## src/hdl/gbre_pkg.sv

```systemverilog
// ----------------------------------------------------------------------------
// Glyph bitmap row expander package
// Shared sizes, register indexes, layout codes and transaction types.
// ----------------------------------------------------------------------------
package gbre_pkg;

   localparam int MAX_GLYPH_WIDTH  = 16;
   localparam int MAX_GLYPH_HEIGHT = 16;
   localparam int GLYPH_BYTES      = 32;

   localparam int BYTE_BITS  = 8;
   localparam int BYTE_MSB   = 7;
   localparam int BYTE_SHIFT = $clog2(BYTE_BITS);

   localparam int DIM_W        = 5;
   localparam int EFF_W        = DIM_W + 1;
   localparam int COORD_W      = 9;
   localparam int COLOR_W      = 16;
   localparam int MASK_W       = 16;
   localparam int ROW_INDEX_W  = 4;
   localparam int BYTE_IDX_W   = 5;
   localparam int CSR_INDEX_W  = 2;
   localparam int CSR_DATA_W   = DIM_W;

   localparam int STORE_ADDR_W  = $clog2(GLYPH_BYTES);
   localparam int PIX_W         = $clog2(MAX_GLYPH_WIDTH);
   localparam int ROW_W         = $clog2(MAX_GLYPH_HEIGHT);
   localparam int STREAM_W      = $clog2(MAX_GLYPH_WIDTH * MAX_GLYPH_HEIGHT);
   localparam int COL_BYTES_MAX = (MAX_GLYPH_HEIGHT + BYTE_MSB) / BYTE_BITS;
   localparam int COL_ADDR_W    = $clog2(MAX_GLYPH_WIDTH * COL_BYTES_MAX);
   localparam int LIMIT_W       = $clog2(GLYPH_BYTES + 1);
   localparam int STREAM_ADDR_W = STREAM_W - BYTE_SHIFT;
   localparam int ADDR_W_A      = (COL_ADDR_W > STREAM_ADDR_W) ? COL_ADDR_W : STREAM_ADDR_W;
   localparam int ADDR_W_B      = (LIMIT_W > BYTE_IDX_W) ? LIMIT_W : BYTE_IDX_W;
   localparam int ADDR_W        = (ADDR_W_A > ADDR_W_B) ? ADDR_W_A : ADDR_W_B;

   localparam logic [CSR_INDEX_W-1:0] CSR_GLYPH_WIDTH  = CSR_INDEX_W'(0);
   localparam logic [CSR_INDEX_W-1:0] CSR_GLYPH_HEIGHT = CSR_INDEX_W'(1);
   localparam logic [CSR_INDEX_W-1:0] CSR_LAYOUT_MODE  = CSR_INDEX_W'(2);

   localparam logic [DIM_W-1:0] GLYPH_WIDTH_RESET  = DIM_W'(8);
   localparam logic [DIM_W-1:0] GLYPH_HEIGHT_RESET = DIM_W'(16);

   localparam logic LAYOUT_ROW_MAJOR = 1'b0;
   localparam logic LAYOUT_COL_MAJOR = 1'b1;

   localparam logic KIND_LOAD = 1'b0;
   localparam logic KIND_DRAW = 1'b1;

   typedef struct packed {
      logic                  kind;
      logic [BYTE_IDX_W-1:0] byte_index;
      logic [BYTE_BITS-1:0]  byte_value;
      logic [COORD_W-1:0]    origin_x;
      logic [COORD_W-1:0]    origin_y;
      logic [COLOR_W-1:0]    draw_color;
   } req_type;

   typedef struct packed {
      logic                   is_window;
      logic [COORD_W-1:0]     x_start;
      logic [COORD_W-1:0]     x_end;
      logic [COORD_W-1:0]     y_start;
      logic [COORD_W-1:0]     y_end;
      logic [ROW_INDEX_W-1:0] row_index;
      logic [MASK_W-1:0]      row_mask;
      logic [COLOR_W-1:0]     fg_color;
      logic                   last;
   } rsp_type;

   typedef struct packed {
      logic load;
      logic draw_start;
      logic pixel_step;
      logic emit_window;
      logic emit_row;
   } cmd_type;

   typedef struct packed {
      logic last_pixel;
      logic last_row;
   } status_type;

endpackage

```

## src/hdl/glyph_bitmap_row_expander.sv

```systemverilog
// ----------------------------------------------------------------------------
// Glyph bitmap row expander
// Load: taken in any idle cycle, back to back; it gives no transaction.
// Draw: a window transaction after the start, then one row transaction per row
// (one glyph store read per pixel, then a drain step); busy until the last row.
// Reset (synchronous) idles the block and restores width 8, height 16, row-major
// layout; the glyph store keeps its contents. Results are never stalled.
// ----------------------------------------------------------------------------
module glyph_bitmap_row_expander (
   input  logic                             clock,
   input  logic                             reset,
   input  logic                             start,
   output logic                             busy,
   input  gbre_pkg::req_type                req_data,
   output logic                             rsp_strobe,
   output gbre_pkg::rsp_type                rsp_data,
   input  logic                             csr_wr_en,
   input  logic [gbre_pkg::CSR_INDEX_W-1:0] csr_index,
   input  logic [gbre_pkg::CSR_DATA_W-1:0]  csr_wr_data
);

   import gbre_pkg::*;

   cmd_type                 cmd;
   status_type              status;
   logic                    ram_wr_en;
   logic [STORE_ADDR_W-1:0] ram_wr_addr;
   logic [BYTE_BITS-1:0]    ram_wr_data;
   logic [STORE_ADDR_W-1:0] ram_rd_addr;
   logic [BYTE_BITS-1:0]    ram_rd_data;

   gbre_controller u_controller (
      .clock      (clock),
      .reset      (reset),
      .start      (start),
      .req_kind   (req_data.kind),
      .status     (status),
      .cmd        (cmd),
      .busy       (busy),
      .rsp_strobe (rsp_strobe)
   );

   gbre_datapath u_datapath (
      .clock       (clock),
      .reset       (reset),
      .csr_wr_en   (csr_wr_en),
      .csr_index   (csr_index),
      .csr_wr_data (csr_wr_data),
      .req_data    (req_data),
      .cmd         (cmd),
      .status      (status),
      .ram_wr_en   (ram_wr_en),
      .ram_wr_addr (ram_wr_addr),
      .ram_wr_data (ram_wr_data),
      .ram_rd_addr (ram_rd_addr),
      .ram_rd_data (ram_rd_data),
      .rsp_data    (rsp_data)
   );

   gbre_ram #(
      .WIDTH (BYTE_BITS),
      .DEPTH (GLYPH_BYTES)
   ) u_glyph_store (
      .clock   (clock),
      .wr_en   (ram_wr_en),
      .wr_addr (ram_wr_addr),
      .wr_data (ram_wr_data),
      .rd_addr (ram_rd_addr),
      .rd_data (ram_rd_data)
   );

endmodule

```

## src/hdl/gbre_ram.sv

```systemverilog
// ----------------------------------------------------------------------------
// Generic RAM
// One write port and one read port with registered read data.
// ----------------------------------------------------------------------------
module gbre_ram #(
   parameter int WIDTH = 8,
   parameter int DEPTH = 32
) (
   input  logic                     clock,
   input  logic                     wr_en,
   input  logic [$clog2(DEPTH)-1:0] wr_addr,
   input  logic [WIDTH-1:0]         wr_data,
   input  logic [$clog2(DEPTH)-1:0] rd_addr,
   output logic [WIDTH-1:0]         rd_data
);

   logic [WIDTH-1:0] store_ff [DEPTH];
   logic [WIDTH-1:0] rd_data_ff;

   always_ff @(posedge clock) begin
      if (wr_en) begin
         store_ff[wr_addr] <= wr_data;
      end
      rd_data_ff <= store_ff[rd_addr];
   end

   assign rd_data = rd_data_ff;

endmodule

```

## src/hdl/gbre_controller.sv

```systemverilog
// ----------------------------------------------------------------------------
// Glyph bitmap row expander controller
// Sequences window, pixel read, drain and row emission steps of a draw.
// ----------------------------------------------------------------------------
module gbre_controller (
   input  logic                 clock,
   input  logic                 reset,
   input  logic                 start,
   input  logic                 req_kind,
   input  gbre_pkg::status_type status,
   output gbre_pkg::cmd_type    cmd,
   output logic                 busy,
   output logic                 rsp_strobe
);

   import gbre_pkg::*;

   typedef enum logic [2:0] {
      ST_IDLE,
      ST_WINDOW,
      ST_PIXEL,
      ST_DRAIN,
      ST_ROW
   } state_type;

   state_type state_ff, state_in;
   logic      busy_ff, busy_in;
   logic      strobe_ff, strobe_in;
   logic      accept;

   assign accept = start && !busy_ff;

   always_comb begin
      cmd.load        = accept && (req_kind == KIND_LOAD);
      cmd.draw_start  = accept && (req_kind == KIND_DRAW);
      cmd.pixel_step  = (state_ff == ST_PIXEL);
      cmd.emit_window = (state_ff == ST_WINDOW);
      cmd.emit_row    = (state_ff == ST_ROW);
   end

   always_comb begin
      state_in = state_ff;
      case (state_ff)
         ST_IDLE: begin
            if (cmd.draw_start) begin
               state_in = ST_WINDOW;
            end
         end
         ST_WINDOW: begin
            state_in = ST_PIXEL;
         end
         ST_PIXEL: begin
            if (status.last_pixel) begin
               state_in = ST_DRAIN;
            end
         end
         ST_DRAIN: begin
            state_in = ST_ROW;
         end
         ST_ROW: begin
            if (status.last_row) begin
               state_in = ST_IDLE;
            end else begin
               state_in = ST_PIXEL;
            end
         end
         default: begin
            state_in = ST_IDLE;
         end
      endcase
      busy_in   = (state_in != ST_IDLE);
      strobe_in = cmd.emit_window || cmd.emit_row;
   end

   always_ff @(posedge clock) begin
      if (reset) begin
         state_ff  <= ST_IDLE;
         busy_ff   <= 1'b0;
         strobe_ff <= 1'b0;
      end else begin
         state_ff  <= state_in;
         busy_ff   <= busy_in;
         strobe_ff <= strobe_in;
      end
   end

   assign busy       = busy_ff;
   assign rsp_strobe = strobe_ff;

endmodule

```

## src/hdl/gbre_datapath.sv

```systemverilog
// ----------------------------------------------------------------------------
// Glyph bitmap row expander datapath
// Holds configuration, walks glyph pixels and assembles transactions.
// ----------------------------------------------------------------------------
module gbre_datapath (
   input  logic                                 clock,
   input  logic                                 reset,
   input  logic                                 csr_wr_en,
   input  logic [gbre_pkg::CSR_INDEX_W-1:0]     csr_index,
   input  logic [gbre_pkg::CSR_DATA_W-1:0]      csr_wr_data,
   input  gbre_pkg::req_type                    req_data,
   input  gbre_pkg::cmd_type                    cmd,
   output gbre_pkg::status_type                 status,
   output logic                                 ram_wr_en,
   output logic [gbre_pkg::STORE_ADDR_W-1:0]    ram_wr_addr,
   output logic [gbre_pkg::BYTE_BITS-1:0]       ram_wr_data,
   output logic [gbre_pkg::STORE_ADDR_W-1:0]    ram_rd_addr,
   input  logic [gbre_pkg::BYTE_BITS-1:0]       ram_rd_data,
   output gbre_pkg::rsp_type                    rsp_data
);

   import gbre_pkg::*;

   logic [DIM_W-1:0]           width_ff, width_in;
   logic [DIM_W-1:0]           height_ff, height_in;
   logic                       mode_ff, mode_in;
   logic [EFF_W-1:0]           w_eff, h_eff, col_step;
   logic [COORD_W-1:0]         ox_ff, ox_in, oy_ff, oy_in;
   logic [COLOR_W-1:0]         color_ff, color_in;
   logic [PIX_W-1:0]           pix_ff, pix_in;
   logic [ROW_W-1:0]           row_ff, row_in, row_next;
   logic [STREAM_W-1:0]        stream_ff, stream_in;
   logic [ADDR_W-1:0]          col_ff, col_in;
   logic [ADDR_W-1:0]          rd_addr_full, load_addr_full;
   logic [BYTE_SHIFT-1:0]      rd_bit;
   logic                       rd_hit;
   logic                       pend_valid_ff, pend_valid_in;
   logic                       pend_hit_ff, pend_hit_in;
   logic [PIX_W-1:0]           pend_pix_ff, pend_pix_in;
   logic [BYTE_SHIFT-1:0]      pend_bit_ff, pend_bit_in;
   logic [MAX_GLYPH_WIDTH-1:0] mask_ff, mask_in;
   rsp_type                    rsp_ff, rsp_in;

   always_comb begin
      width_in  = width_ff;
      height_in = height_ff;
      mode_in   = mode_ff;
      if (csr_wr_en) begin
         case (csr_index)
            CSR_GLYPH_WIDTH:  width_in  = csr_wr_data;
            CSR_GLYPH_HEIGHT: height_in = csr_wr_data;
            CSR_LAYOUT_MODE:  mode_in   = csr_wr_data[0];
            default:          ;
         endcase
      end
   end

   always_comb begin
      if (width_ff == '0) begin
         w_eff = EFF_W'(1);
      end else if (EFF_W'(width_ff) > EFF_W'(MAX_GLYPH_WIDTH)) begin
         w_eff = EFF_W'(MAX_GLYPH_WIDTH);
      end else begin
         w_eff = EFF_W'(width_ff);
      end
      if (height_ff == '0) begin
         h_eff = EFF_W'(1);
      end else if (EFF_W'(height_ff) > EFF_W'(MAX_GLYPH_HEIGHT)) begin
         h_eff = EFF_W'(MAX_GLYPH_HEIGHT);
      end else begin
         h_eff = EFF_W'(height_ff);
      end
      col_step = (h_eff + EFF_W'(BYTE_MSB)) >> BYTE_SHIFT;
   end

   assign status.last_pixel = (EFF_W'(pix_ff) == (w_eff - EFF_W'(1)));
   assign status.last_row   = (EFF_W'(row_ff) == (h_eff - EFF_W'(1)));

   always_comb begin
      if (mode_ff == LAYOUT_COL_MAJOR) begin
         rd_addr_full = col_ff;
         rd_bit       = row_ff[BYTE_SHIFT-1:0];
      end else begin
         rd_addr_full = ADDR_W'(stream_ff >> BYTE_SHIFT);
         rd_bit       = BYTE_SHIFT'(BYTE_MSB) - stream_ff[BYTE_SHIFT-1:0];
      end
      rd_hit = (rd_addr_full < ADDR_W'(GLYPH_BYTES));
   end

   assign ram_rd_addr    = rd_addr_full[STORE_ADDR_W-1:0];
   assign load_addr_full = ADDR_W'(req_data.byte_index);
   assign ram_wr_en      = cmd.load && (load_addr_full < ADDR_W'(GLYPH_BYTES));
   assign ram_wr_addr    = load_addr_full[STORE_ADDR_W-1:0];
   assign ram_wr_data    = req_data.byte_value;

   assign row_next = row_ff + ROW_W'(1);

   always_comb begin
      ox_in     = ox_ff;
      oy_in     = oy_ff;
      color_in  = color_ff;
      pix_in    = pix_ff;
      row_in    = row_ff;
      stream_in = stream_ff;
      col_in    = col_ff;
      if (cmd.draw_start) begin
         ox_in     = req_data.origin_x;
         oy_in     = req_data.origin_y;
         color_in  = req_data.draw_color;
         pix_in    = '0;
         row_in    = '0;
         stream_in = '0;
         col_in    = '0;
      end else if (cmd.pixel_step) begin
         pix_in    = pix_ff + PIX_W'(1);
         stream_in = stream_ff + STREAM_W'(1);
         col_in    = col_ff + ADDR_W'(col_step);
      end else if (cmd.emit_row) begin
         pix_in = '0;
         row_in = row_next;
         col_in = ADDR_W'(row_next >> BYTE_SHIFT);
      end
   end

   always_comb begin
      pend_valid_in = cmd.pixel_step;
      pend_hit_in   = rd_hit;
      pend_pix_in   = pix_ff;
      pend_bit_in   = rd_bit;
      mask_in       = mask_ff;
      if (cmd.draw_start || cmd.emit_row) begin
         mask_in = '0;
      end else if (pend_valid_ff && pend_hit_ff && ram_rd_data[pend_bit_ff]) begin
         mask_in[pend_pix_ff] = 1'b1;
      end
   end

   always_comb begin
      rsp_in = rsp_ff;
      if (cmd.emit_window) begin
         rsp_in           = '0;
         rsp_in.is_window = 1'b1;
         rsp_in.x_start   = ox_ff;
         rsp_in.x_end     = ox_ff + COORD_W'(w_eff) - COORD_W'(1);
         rsp_in.y_start   = oy_ff;
         rsp_in.y_end     = oy_ff + COORD_W'(h_eff) - COORD_W'(1);
      end else if (cmd.emit_row) begin
         rsp_in           = '0;
         rsp_in.row_index = ROW_INDEX_W'(row_ff);
         rsp_in.row_mask  = MASK_W'(mask_ff);
         rsp_in.fg_color  = color_ff;
         rsp_in.last      = status.last_row;
      end
   end

   always_ff @(posedge clock) begin
      if (reset) begin
         width_ff      <= GLYPH_WIDTH_RESET;
         height_ff     <= GLYPH_HEIGHT_RESET;
         mode_ff       <= LAYOUT_ROW_MAJOR;
         pend_valid_ff <= 1'b0;
      end else begin
         width_ff      <= width_in;
         height_ff     <= height_in;
         mode_ff       <= mode_in;
         pend_valid_ff <= pend_valid_in;
      end
   end

   always_ff @(posedge clock) begin
      ox_ff       <= ox_in;
      oy_ff       <= oy_in;
      color_ff    <= color_in;
      pix_ff      <= pix_in;
      row_ff      <= row_in;
      stream_ff   <= stream_in;
      col_ff      <= col_in;
      pend_hit_ff <= pend_hit_in;
      pend_pix_ff <= pend_pix_in;
      pend_bit_ff <= pend_bit_in;
      mask_ff     <= mask_in;
      rsp_ff      <= rsp_in;
   end

   assign rsp_data = rsp_ff;

endmodule

```

## config.mk

```make
export PLATFORM = sky130hd
export DESIGN_NAME = glyph_bitmap_row_expander
export DESIGN_NICKNAME = d
export VERILOG_FILES = /design/src/hdl/gbre_pkg.sv /design/src/hdl/glyph_bitmap_row_expander.sv /design/src/hdl/gbre_ram.sv /design/src/hdl/gbre_controller.sv /design/src/hdl/gbre_datapath.sv
export SDC_FILE = /design/constraint.sdc
export NUM_CORES = 1
export LEC_CHECK = 0
export ABC_AREA = 1
export BUFFER_PORTS_ARGS = -buffer_cell sky130_fd_sc_hd__buf_2
export CELL_PAD_IN_SITES_DETAIL_PLACEMENT = 1
export CELL_PAD_IN_SITES_GLOBAL_PLACEMENT = 1
export CORE_MARGIN = 2
export CORE_UTILIZATION = 40
export CTS_CLUSTER_SIZE = 8
export DETAILED_ROUTE_END_ITERATION = 10
export PLACE_DENSITY = 0.79
export SYNTH_ARGS = -nofsm -noshare
export SYNTH_HDL_FRONTEND = slang
export SYNTH_SLANG_ARGS = --single-unit
```

## constraint.sdc

```tcl
create_clock -name clock -period 2.6 [get_ports clock]
set_input_delay 0.13 -clock clock [delete_from_list [all_inputs] [get_ports clock]]
set_output_delay 0.13 -clock clock [all_outputs]
set_load 0.05 [all_outputs]
```

==> results of run 1 <==
==> layout by cell type (no fill, tap or decap), types with 3 or more instances in the layout <==
| cell type | count |
|---|---|
| a21oi_1 | 63 |
| a21oi_2 | 4 |
| a22o_1 | 16 |
| buf_12 | 6 |
| buf_2 | 134 |
| buf_4 | 77 |
| clkbuf_1 | 46 |
| clkbuf_16 | 61 |
| dfxtp_1 | 104 |
| dfxtp_2 | 4 |
| dlygate4sd3_1 | 49 |
| edfxtp_1 | 326 |
| ha_1 | 27 |
| ha_4 | 4 |
| inv_1 | 140 |
| inv_2 | 8 |
| nand2_1 | 154 |
| nand2_2 | 9 |
| nand3_1 | 110 |
| nor2_1 | 237 |
| nor3_1 | 13 |
| o211ai_1 | 33 |
| o21ai_0 | 122 |
| o21ai_1 | 73 |
| o21ai_2 | 6 |
| o21ai_4 | 3 |
| o21bai_1 | 33 |
| xnor2_1 | 3 |
| xor2_1 | 4 |
==> Yosys cell counts, drive strengths merged <==
| cell | instances | area (um2) |
|---|---|---|
| a211oi | 2 | 15.0 |
| a21oi | 67 | 335 |
| a22o | 16 | 140 |
| a22oi | 1 | 7.51 |
| a31oi | 1 | 6.26 |
| buf | 43 | 288 |
| clkbuf | 25 | 93.8 |
| clkinv | 1 | 3.75 |
| conb | 1 | 3.75 |
| dfxtp | 109 | 2180 |
| edfxtp | 326 | 9790 |
| fa | 3 | 60.1 |
| ha | 32 | 400 |
| inv | 149 | 559 |
| nand2 | 165 | 624 |
| nand3 | 111 | 556 |
| nand3b | 1 | 7.51 |
| nand4 | 1 | 6.26 |
| nor2 | 241 | 905 |
| nor3 | 13 | 65.1 |
| nor4 | 1 | 6.26 |
| o211ai | 33 | 248 |
| o21a | 1 | 7.51 |
| o21ai | 204 | 1050 |
| o21bai | 33 | 248 |
| o22ai | 2 | 12.5 |
| o31a | 2 | 17.5 |
| xnor2 | 3 | 26.3 |
| xor2 | 4 | 35.0 |
==> sequential cells by signal, summed over array words and instances (netlist names) <==
| name | flops |
|---|---|
| u_glyph_store.store_ff | 256 |
| u_datapath.rsp_data | 74 |
| u_datapath.color_ff | 16 |
| u_datapath.mask_ff | 16 |
| u_datapath.ox_ff | 9 |
| u_datapath.oy_ff | 9 |
| u_datapath.stream_ff | 8 |
| u_glyph_store.rd_data | 8 |
| u_datapath.col_ff | 6 |
| u_datapath.height_ff | 5 |
| u_datapath.width_ff | 5 |
| u_datapath.pend_pix_ff | 4 |
| u_datapath.pend_pix_in | 4 |
| u_datapath.row_ff | 4 |
| u_controller.state_ff | 3 |
| u_datapath.pend_bit_ff | 3 |
| u_controller.busy | 1 |
| u_controller.rsp_strobe | 1 |
| u_datapath.mode_ff | 1 |
| u_datapath.pend_hit_ff | 1 |
| u_datapath.pend_valid_ff | 1 |
==> worst max-delay path: cells and delay by family, from the launching register on <==
family,cells,cell delay (ns)
adders and majority gates,3,0.77
and+or+nand+nor,6,0.62
buffers and inverters,4,0.40
DFF,1,0.37
AOI/OAI and AO/OA,3,0.36
==> power breakdown <==
part,total [mW],leakage [nW],switching [mW],internal (mW)
Clock,7.34,0.828,2.98,4.36
Combinational,1.20,3.66,0.803,0.401
Sequential,7.72,3.85,0.106,7.62
==> final cells by class <==
cell class	count	area, um2
Timing Repair Buffer	267	1870
Tap cell	592	741
Inverter	150	567
Sequential cell	435	12000
Multi-Input combinational cell	938	4940
Fill cell	4774	22100
Clock buffer	107	1700
Clock inverter	3	51.3
==> per-stage QoR <==
stage / area (um2) / instances / setup slack (ns)
5_1_grt: 21800 / 2492 / -0.263
2_1_floorplan: 17700 / 1591 / 0.101
3_3_place_gp: 19400 / 2326 / 0.0181
4_1_cts: 21700 / 2485 / -0.0267
6_report: 21800 / 2492 / -0.202
3_5_place_dp: 19400 / 2326 / -0.144
==> metal layers <==
layer | track usage (%) | routed length [um] | vias to the layer above
met5 | 0 | 0 | -
met4 | 8.75 | 1820 | 0
met3 | 3.59 | 2320 | 122
met2 | 39.2 | 27300 | 395
met1 | 26.2 | 21200 | 6628
li1 | - | - | 6066
==> worst max-delay path by stage <==
stage	start	end	slack (ns)	depth (start not counted)
6_report	u_datapath.height_ff[2]	u_datapath.rsp_data[42]	-0.20	16
5_1_grt	u_datapath.height_ff[2]	u_datapath.rsp_data[42]	-0.26	16
4_1_cts	u_datapath.height_ff[3]	u_datapath.rsp_data[44]	-0.03	16
3_5_place_dp	u_datapath.height_ff[2]	u_datapath.rsp_data[44]	-0.14	16
3_3_place_gp	u_datapath.height_ff[2]	u_datapath.rsp_data[44]	0.02	16
2_1_floorplan	u_datapath.width_ff[2]	u_datapath.rsp_data[62]	0.10	16
==> what timing repair did <==
action	4_1_cts	5_1_grt
endpoints found under the setup margin	5	6
gates cloned	0	0
setup buffers	0	8
hold endpoints to repair	49	0
pin swaps	8	23
resized for setup	18	40
hold buffers	49	0
==> kinds of logic after synthesis <==
| logic type | share of synthesized area (%) |
|---|---|
| fa+ha+maj | 2.60 |
| xor+xnor | 0.346 |
| compound gates | 11.8 |
| other cells | 0.0212 |
| flops | 67.6 |
| simple gates | 12.3 |
| buf+inv | 5.34 |
==> impl_metrics.yaml, run 1 <==
run_status:
  status: "finished, violations left"
  violations: "setup timing"
pwr:
  leakage_nw: 8.33
  ir_drop_mv: 0.572
  total_power_mw: 16.3
  power_density_nw_per_um2: 744
place:
  portBuffers: 134
  dp.final_hpwl_mm: 30.2
  gp_congestion: 0.851
job:
  cap_violations: 0
setup_path:
  crit_path_start_kind: "flop"
  path_class: "reg2reg"
  end_kind: "flop"
  cp.arrival_ns: 3.16
  r2r_start: "u_datapath.height_ff[2]"
  worstPathCellList: "nor2_4, nand2_2, nand2_1, nand2_1, ha_1, inv_1, ha_4, fa_2, nand2_4, inv_4, o21ai_4, nand2_2, buf_4, buf_6, o21ai_2, a21oi_1"
  r2r_cells: 16
  critical_path.max_stage_delay_ns: 0.41
  cp_max_fo: 4
  cp_slowest_cell: "fa_2"
  worstPathRequired_ns: 2.96
  r2r-end: "u_datapath.rsp_data[42]"
  r2r_slack_ns: -0.20
cts:
  ctsLongestPathBuffers: 3
  clkTransAtPathRegs_ns: 0.06
  cts.sinks: 435
  htreeDepth: 2
  ctsRootBufferMaster: "clkbuf_16"
  cts_tree: "yes"
  clk_latency_ns: 0.61
  numCtsBuffers: 60
drt:
  wl_mm: 52.6
  initialDrtViolationCount: 1052
  wl_per_cell_um: 21.1
  drt_pass1_iterations: 6
  dr_total_vias: 13200
  avgViaCountPerCell: 5.30
  ant_nets: 0
  drc: 0
logic_synthesis:
  syn-mean-instance-area_um2: 11.1
  ys_seq_elements: 435
  ys_types: 37
  yosysSeqAreaShare_pct: 67.6
  syn-num-nets: 1685
  synthCells: 1591
  yosys_warnings: 0
  syn_area_um2: 17700
min_path:
  hold_end: "u_glyph_store.store_ff[10][1]"
  hold_class: "in2reg"
  hold_path_depth: 3
  hp-start: "req_data[43]"
global_route:
  grt-ovfl-total: 0
  grt_antenna_before_repair: 0
  grt_pass1_vias: 14300
  grt_max_degree: 129
  grt.total_usage_pct: 21.9
  grt_pass1_wl_mm: 79.3
timing:
  period_needed_ns: 2.80
  rsz0062_at_grt: "yes"
  final-setup-viol-count: 4
  drv_slew: 0
  min_period_over_period_pct: 108
  hold_slack_ns: 0.0677
  setup_ws_ns: -0.202
  tightestPinTransition_ns: 0.776
  setup-tns-final_ns: -0.399
  maxSlewHeadroom_pct: 48.2
  clock.fmax_mhz: 357
  hold_viol_final: 0
  skew_ns: 0.0185
final_layout:
  diodes: 0
  drive_gt1_share_pct: 17.5
  syn_to_final_growth_pct: 23.4
  final_core_util_pct: 49.7
  nNetsFinal: 1946
die:
  ioPinCount: 135
  die_w_um: 214
  die_area_um2: 45900
  core_um2: 43900
  initial_utilization_pct: 40.3
  dieHeight_um: 214
  fp-row-count: 77
Power figures use the tool's default switching activity.
==> run 2: changes to the inputs <==
--- a/config.mk
+++ b/config.mk
@@ -14,5 +14,5 @@
 export CTS_CLUSTER_SIZE = 8
 export DETAILED_ROUTE_END_ITERATION = 10
-export PLACE_DENSITY = 0.79
+export PLACE_DENSITY_LB_ADDON = 0.1
 export SYNTH_ARGS = -nofsm -noshare
 export SYNTH_HDL_FRONTEND = slang
==> constraint.sdc (replaced) <==
create_clock -name clock -period 2.6 [get_ports clock]
set_input_delay 0.26 -clock clock [delete_from_list [all_inputs] [get_ports clock]]
set_output_delay 0.26 -clock clock [all_outputs]
set_load 0.05 [all_outputs]
==> run 2 against run 1 <==
The run now ends clean. Count of clock-buffer cells in the layout down 1. Die area stayed put. Core utilization fell by 0.62 points. Non-clock buffer count shrank 16. Flip-flop and latch count unchanged. Cell area shrank 1.2%. Global-route usage shrank 1.4 points. First-iteration DRC count shrank 40%. Wire length decreased by 11%. Hold slack got worse by 0.022 ns. Via count fell by 5.8%. Worst setup slack better by 0.34 ns. Critical path type unchanged. Critical endpoint is now u_datapath.rsp_data[44].
==> impl_metrics.yaml, run 2 (synthesized netlist as in run 1, its figures left out) <==
final_layout:
  nNetsFinal: 1930
  regMostFlops: "u_glyph_store.store_ff"
  layout_commonest_cell: "edfxtp_1"
  fill_cells: 4789
  ff_latch_area_um2: 12000
  final_cell_mix: "326 x edfxtp_1, 237 x nor2_1, 159 x nand2_1"
  multi_input_area_um2: 4840
  syn_to_final_growth_pct: 21.9
  largest_reg_flops: 256
  diodes: 0
  drive_gt1_share_pct: 16.1
drt:
  avgViaCountPerCell: 5.03
  dr_total_vias: 12500
  drt_pass1_iterations: 5
  ant_nets: 0
  drc: 0
  wl_mm: 47.0
  wl_per_cell_um: 19.0
  initialDrtViolationCount: 628
min_path:
  hold_path_depth: 3
  hold_class: "in2reg"
cts:
  numCtsBuffers: 60
  clk_latency_ns: 0.62
  cts.sinks: 435
  cts_tree: "yes"
  htreeDepth: 2
  clkTransAtPathRegs_ns: 0.05
  ctsLongestPathBuffers: 3
  ctsRootBufferMaster: "clkbuf_16"
setup_path:
  worst-path-stages: 16
  cp_max_fo: 3
  critical_path.max_stage_delay_ns: 0.34
  worstPathCellList: "nor2_2, nand2_2, nand2_1, nand2_1, ha_1, inv_1, ha_2, fa_2, nand2_1, inv_1, o21ai_1, nand2_1, a21oi_2, o21ai_1, o21ai_1, a21oi_1"
  path_class: "reg2reg"
  cp_slowest_cell: "fa_2"
  cp_num_buf_inv: 2
  critical_path.most_common_cell: "nand2_1"
  cp.arrival_ns: 2.83
  end_kind: "flop"
  cpLargestDelayFamily: "adder cells"
  r2r_cells: 16
  worstPathRequired_ns: 2.97
  crit_path_start_kind: "flop"
die:
  dieHeight_um: 214
  initial_utilization_pct: 40.3
  ioPinCount: 135
  die_w_um: 214
  core_um2: 43900
  fp-row-count: 77
  die_area_um2: 45900
job:
  cap_violations: 0
timing:
  period_needed_ns: 2.47
  maxSlewHeadroom_pct: 45.9
  min_period_over_period_pct: 94.8
  clock.fmax_mhz: 406
  hold_viol_final: 0
  setup_ws_ns: 0.135
  rsz0062_at_grt: "yes"
  tightestPinTransition_ns: 0.811
  skew_ns: 0.0239
  drv_slew: 0
  final-setup-viol-count: 0
pwr:
  ir_drop_mv: 0.558
  power_density_nw_per_um2: 745
  leakage_nw: 8.23
  total_power_mw: 16.1
place:
  gp_congestion: 0.792
  dp.final_hpwl_mm: 28.9
  portBuffers: 134
  dp_slack_ns: -0.0654
global_route:
  grt_pass1_wl_mm: 73.2
  grt_max_degree: 98
  grt_pass1_vias: 12900
  grt_antenna_before_repair: 0
  grt.total_usage_pct: 20.4
  grt-ovfl-total: 0
run_status:
  status: "finished, final reports clean"
## run 2: cell count changes in the layout (fill, tap and decap cells not counted), moves of 4 or more
cell | previous run | this run
dlygate4sd3_1 | 49 | 41
buf_4 | 77 | 71
nand2_1 | 154 | 159
o21ai_1 | 73 | 78
dfxtp_1 | 104 | 108
ha_4 | 4 | 0
inv_1 | 140 | 144
inv_2 | 8 | 4
o21ai_2 | 6 | 2
## run 2: timing repair
action / in CTS / in global routing
buffers inserted: 0 / 1
pin swaps: 4 / 6
hold buffers: 41 / 0
endpoints found under the hold margin: 49 / 0
setup endpoints to repair: 2 / 7
gates resized for setup: 7 / 20
## run 2: per-stage QoR
step / utilization (%) / instances / area [um2] / TNS [ns] / hold slack, ns
final: 49.1 / 2475 / 21600 / 0 / 0.0462
after global routing: 49.1 / 2475 / 21600 / -0.120 / 0.0397
after CTS: 49.0 / 2474 / 21500 / 0 / 0.00157
after detailed placement: 44.1 / 2324 / 19400 / -0.117 / 0.400
after global placement: 44.1 / 2324 / 19400 / 0 / 0.399
after floorplan: - / 1591 / 17700 / 0 / 0.329
## run 2: layer usage
layer  vias up  wire [um]  global-route usage [%]
met5         -          0                       0
met4         0        981                    5.51
met1      6132      20700                    25.6
li1       6043          -                       -
met2       206      23600                    36.2
met3        70       1720                    4.00
## run 2: power by group
part | internal (mW) | switching (mW)
Clock | 4.35 | 2.93
Combinational | 0.362 | 0.718
Sequential | 7.62 | 0.0948
## run 2: cell type report
type                       count  share of cell area [%]
tap                          592                    3.43
timing repair buffer         251                    7.94
clock inverter                 3                   0.249
multi-input combinational    938                    22.4
clock buffer                 106                    7.86
sequential                   435                    55.5
inverter                     150                    2.62
## run 2: worst paths after layout
path	to	from	slack [ns]
worst max-delay path	u_datapath.rsp_data[44]	u_datapath.height_ff[2]	0.13
worst min-delay path	u_datapath.height_ff[4]	csr_index[1]	0.05
worst max register to register	u_datapath.rsp_data[44]	u_datapath.height_ff[2]	0.13
worst min register to register	u_datapath.pend_hit_ff	u_datapath.col_ff[5]	0.41
## run 2: tightest hold or removal path, stage by stage
cell and delay, ns:
buf_2 0.10, nor3_1 0.10, o211ai_1 0.16
==> run 3: changes to the inputs <==
- ABC_AREA: 1 -> default
- CORE_ASPECT_RATIO: default -> 0.7
==> run 3 against run 2 <==
Count of clock-buffer cells in the layout is 3 higher. Cell area increased by 2.8%. Sequential share of layout area fell by 1.5 points. Flip-flop and latch count stayed put. Core utilization increased by 1.7 points. Largest cell class unchanged. Highest routed layer unchanged.
==> impl_metrics.yaml, run 3 <==
setup_path:
  end_kind: "flop"
  worstPathCellList: "nor3_2, o21ai_2, ha_2, inv_2, ha_4, a21o_1, a21oi_4, o21bai_2, a2111oi_4, buf_4, o21ai_0, nor3b_2"
  r2r_start: "u_datapath.width_ff[1]"
  critical_path.max_stage_delay_ns: 0.37
  r2r-end: "u_datapath.rsp_data[63]"
  cp_slowest_cell: "a2111oi_4"
  worstPathRequired_ns: 2.89
  cp_max_fo: 4
  r2r_slack_ns: 0.08
  cp.arrival_ns: 2.81
  path_class: "reg2reg"
  crit_path_start_kind: "flop"
  r2r_cells: 12
global_route:
  grt-ovfl-total: 0
  grt_max_degree: 42
  grt_pass1_vias: 12100
  grt_pass1_wl_mm: 74.3
  grt_antenna_before_repair: 2
  grt.total_usage_pct: 21.5
final_layout:
  largest_reg_flops: 256
  layout_commonest_cell: "edfxtp_1"
  final_core_util_pct: 50.8
  nNetsFinal: 1653
  regMostFlops: "u_glyph_store.store_ff"
  diodes: 0
  drive_gt1_share_pct: 26.2
  final_cell_mix: "326 x edfxtp_1, 136 x nor2_1, 134 x buf_2"
  syn_to_final_growth_pct: 25.7
  final_cells: 2204
place:
  portBuffers: 134
  dp.final_hpwl_mm: 32.6
  gp_congestion: 0.792
  dp_slack_ns: -0.123
  dp.cells: 2045
logic_synthesis:
  syn_area_um2: 17600
  netlist.area_leader.share_pct: 55.5
  synth_ff_type: "edfxtp_1"
  ys_seq_elements: 435
  ys_types: 63
  syn-mean-instance-area_um2: 14.1
  synth_edf_count: 326
  ys_async_sr_fraction_pct: 0
  synth_area_leaders: "edfxtp_1 55%, dfxtp_1 12%, mux4_2 5.4%"
  synthCells: 1253
  synth_common_cells: "326 x edfxtp_1, 138 x nor2_1, 109 x dfxtp_1"
  yosysSeqAreaShare_pct: 67.8
  yosys_warnings: 0
  yosysMostFrequentCell: "edfxtp_1"
  synth_top_area_cell: "edfxtp_1"
  syn-num-nets: 1347
pwr:
  total_power_mw: 16.0
  power_density_nw_per_um2: 723
  leakage_nw: 8.42
  ir_drop_mv: 0.548
drt:
  ant_nets: 0
  wl_mm: 49.1
  wl_per_cell_um: 22.3
  drc: 0
  drt_pass1_iterations: 5
  initialDrtViolationCount: 928
  avgViaCountPerCell: 5.26
  dr_total_vias: 11600
cts:
  numCtsBuffers: 60
  cts.sinks: 435
  htreeDepth: 2
  clk_latency_ns: 0.60
  ctsRootBufferMaster: "clkbuf_16"
  clkTransAtPathRegs_ns: 0.06
  ctsLongestPathBuffers: 3
  cts_tree: "yes"
job:
  cap_violations: 0
min_path:
  hold_path_depth: 2
  hold_end: "u_datapath.width_ff[1]"
  hold_class: "in2reg"
  hp-start: "reset"
die:
  initial_utilization_pct: 40.4
  die_area_um2: 45800
  ioPinCount: 135
  dieHeight_um: 180
  die_w_um: 255
  fp-row-count: 64
  core_um2: 43600
timing:
  maxSlewHeadroom_pct: 47.3
  final-setup-viol-count: 0
  setup_ws_ns: 0.0809
  drv_slew: 0
  period_needed_ns: 2.52
  tightestPinTransition_ns: 0.791
  clock.fmax_mhz: 397
  hold_viol_final: 0
  skew_ns: 0.0423
  min_period_over_period_pct: 96.9
run_status:
  status: "finished, final reports clean"
## run 3: cell count changes in the layout (fill, tap and decap cells not counted), moves of 32 or more
| cell | delta |
|---|---|
| nor2_1 | -101 |
| mux4_2 | +42 |
| inv_1 | -98 |
| o21ai_1 | -78 |
| mux2i_1 | +32 |
| nand3_1 | -102 |
| buf_4 | +52 |
| nand2_1 | -68 |
| o21ai_0 | -107 |
## run 3: worst max-delay path by stage
| stage | start | to | cells past startpoint |
|---|---|---|---|
| after floorplan | u_datapath.width_ff[2] | u_datapath.rsp_data[62] | 13 |
| after global placement | u_datapath.width_ff[4] | u_datapath.rsp_data[63] | 12 |
| after detailed placement | u_datapath.width_ff[4] | u_datapath.rsp_data[63] | 12 |
| after CTS | u_datapath.width_ff[1] | u_datapath.rsp_data[63] | 12 |
| after global routing | u_datapath.width_ff[4] | u_datapath.rsp_data[63] | 12 |
| final | u_datapath.width_ff[1] | u_datapath.rsp_data[63] | 12 |
## run 3: layout make-up
| type | count | area (um2) |
|---|---|---|
| repair buffers | 301 | 2080 |
| multi-input cells | 706 | 5400 |
| fillers | 4386 | 21500 |
| clock inverters | 4 | 67.6 |
| clock buffers | 109 | 1700 |
| flip-flops and latches | 435 | 12000 |
| inverters | 55 | 209 |
| well taps | 594 | 743 |
## run 3: cell families after synthesis
family,synth area share [%]
compound gates,9.23
xor+xnor,1.54
fa+ha+maj,2.61
buf+inv,2.62
flops,67.8
mux,8.08
other cells,0.0213
simple gates,8.06
## run 3: report_power, final
group	switching (mW)	internal, mW
clock	2.93	4.35
combinational	0.651	0.415
sequential	0.0954	7.60
## run 3: per-layer routing
metal	share of wire [%]	up-vias	routed length [um]	GRT usage (%)
li1	-	5351	-	-
met1	50	5885	24400	33.0
met2	43	290	21300	31.7
met3	5.5	68	2700	4.17
met4	1.6	0	775	4.26
met5	0	-	0	0
## run 3: stage by stage
step	TNS [ns]	instance area [um2]	hold slack [ns]
after floorplan	0	17600	0.329
after global placement	-0.118	19800	0.406
after detailed placement	-0.232	19800	0.404
after CTS	0	22000	0.0107
after global routing	-0.0558	22200	0.0534
final	0	22200	0.0587
## run 3: what timing repair did
action	CTS	global route
setup buffers	1	6
resized for setup	10	36
hold buffers	39	0
pin swaps	2	18
hold endpoints to repair	43	0
setup endpoints to repair	5	9
## run 3: worst max-delay path: cells and delay by family, from the launching register on
kind                       cells  cell delay, ns
AOI/OAI and AO/OA              6            1.07
buffers and inverters          2            0.21
DFF                            1            0.36
adders and majority gates      2            0.35
and+or+nand+nor                2            0.21
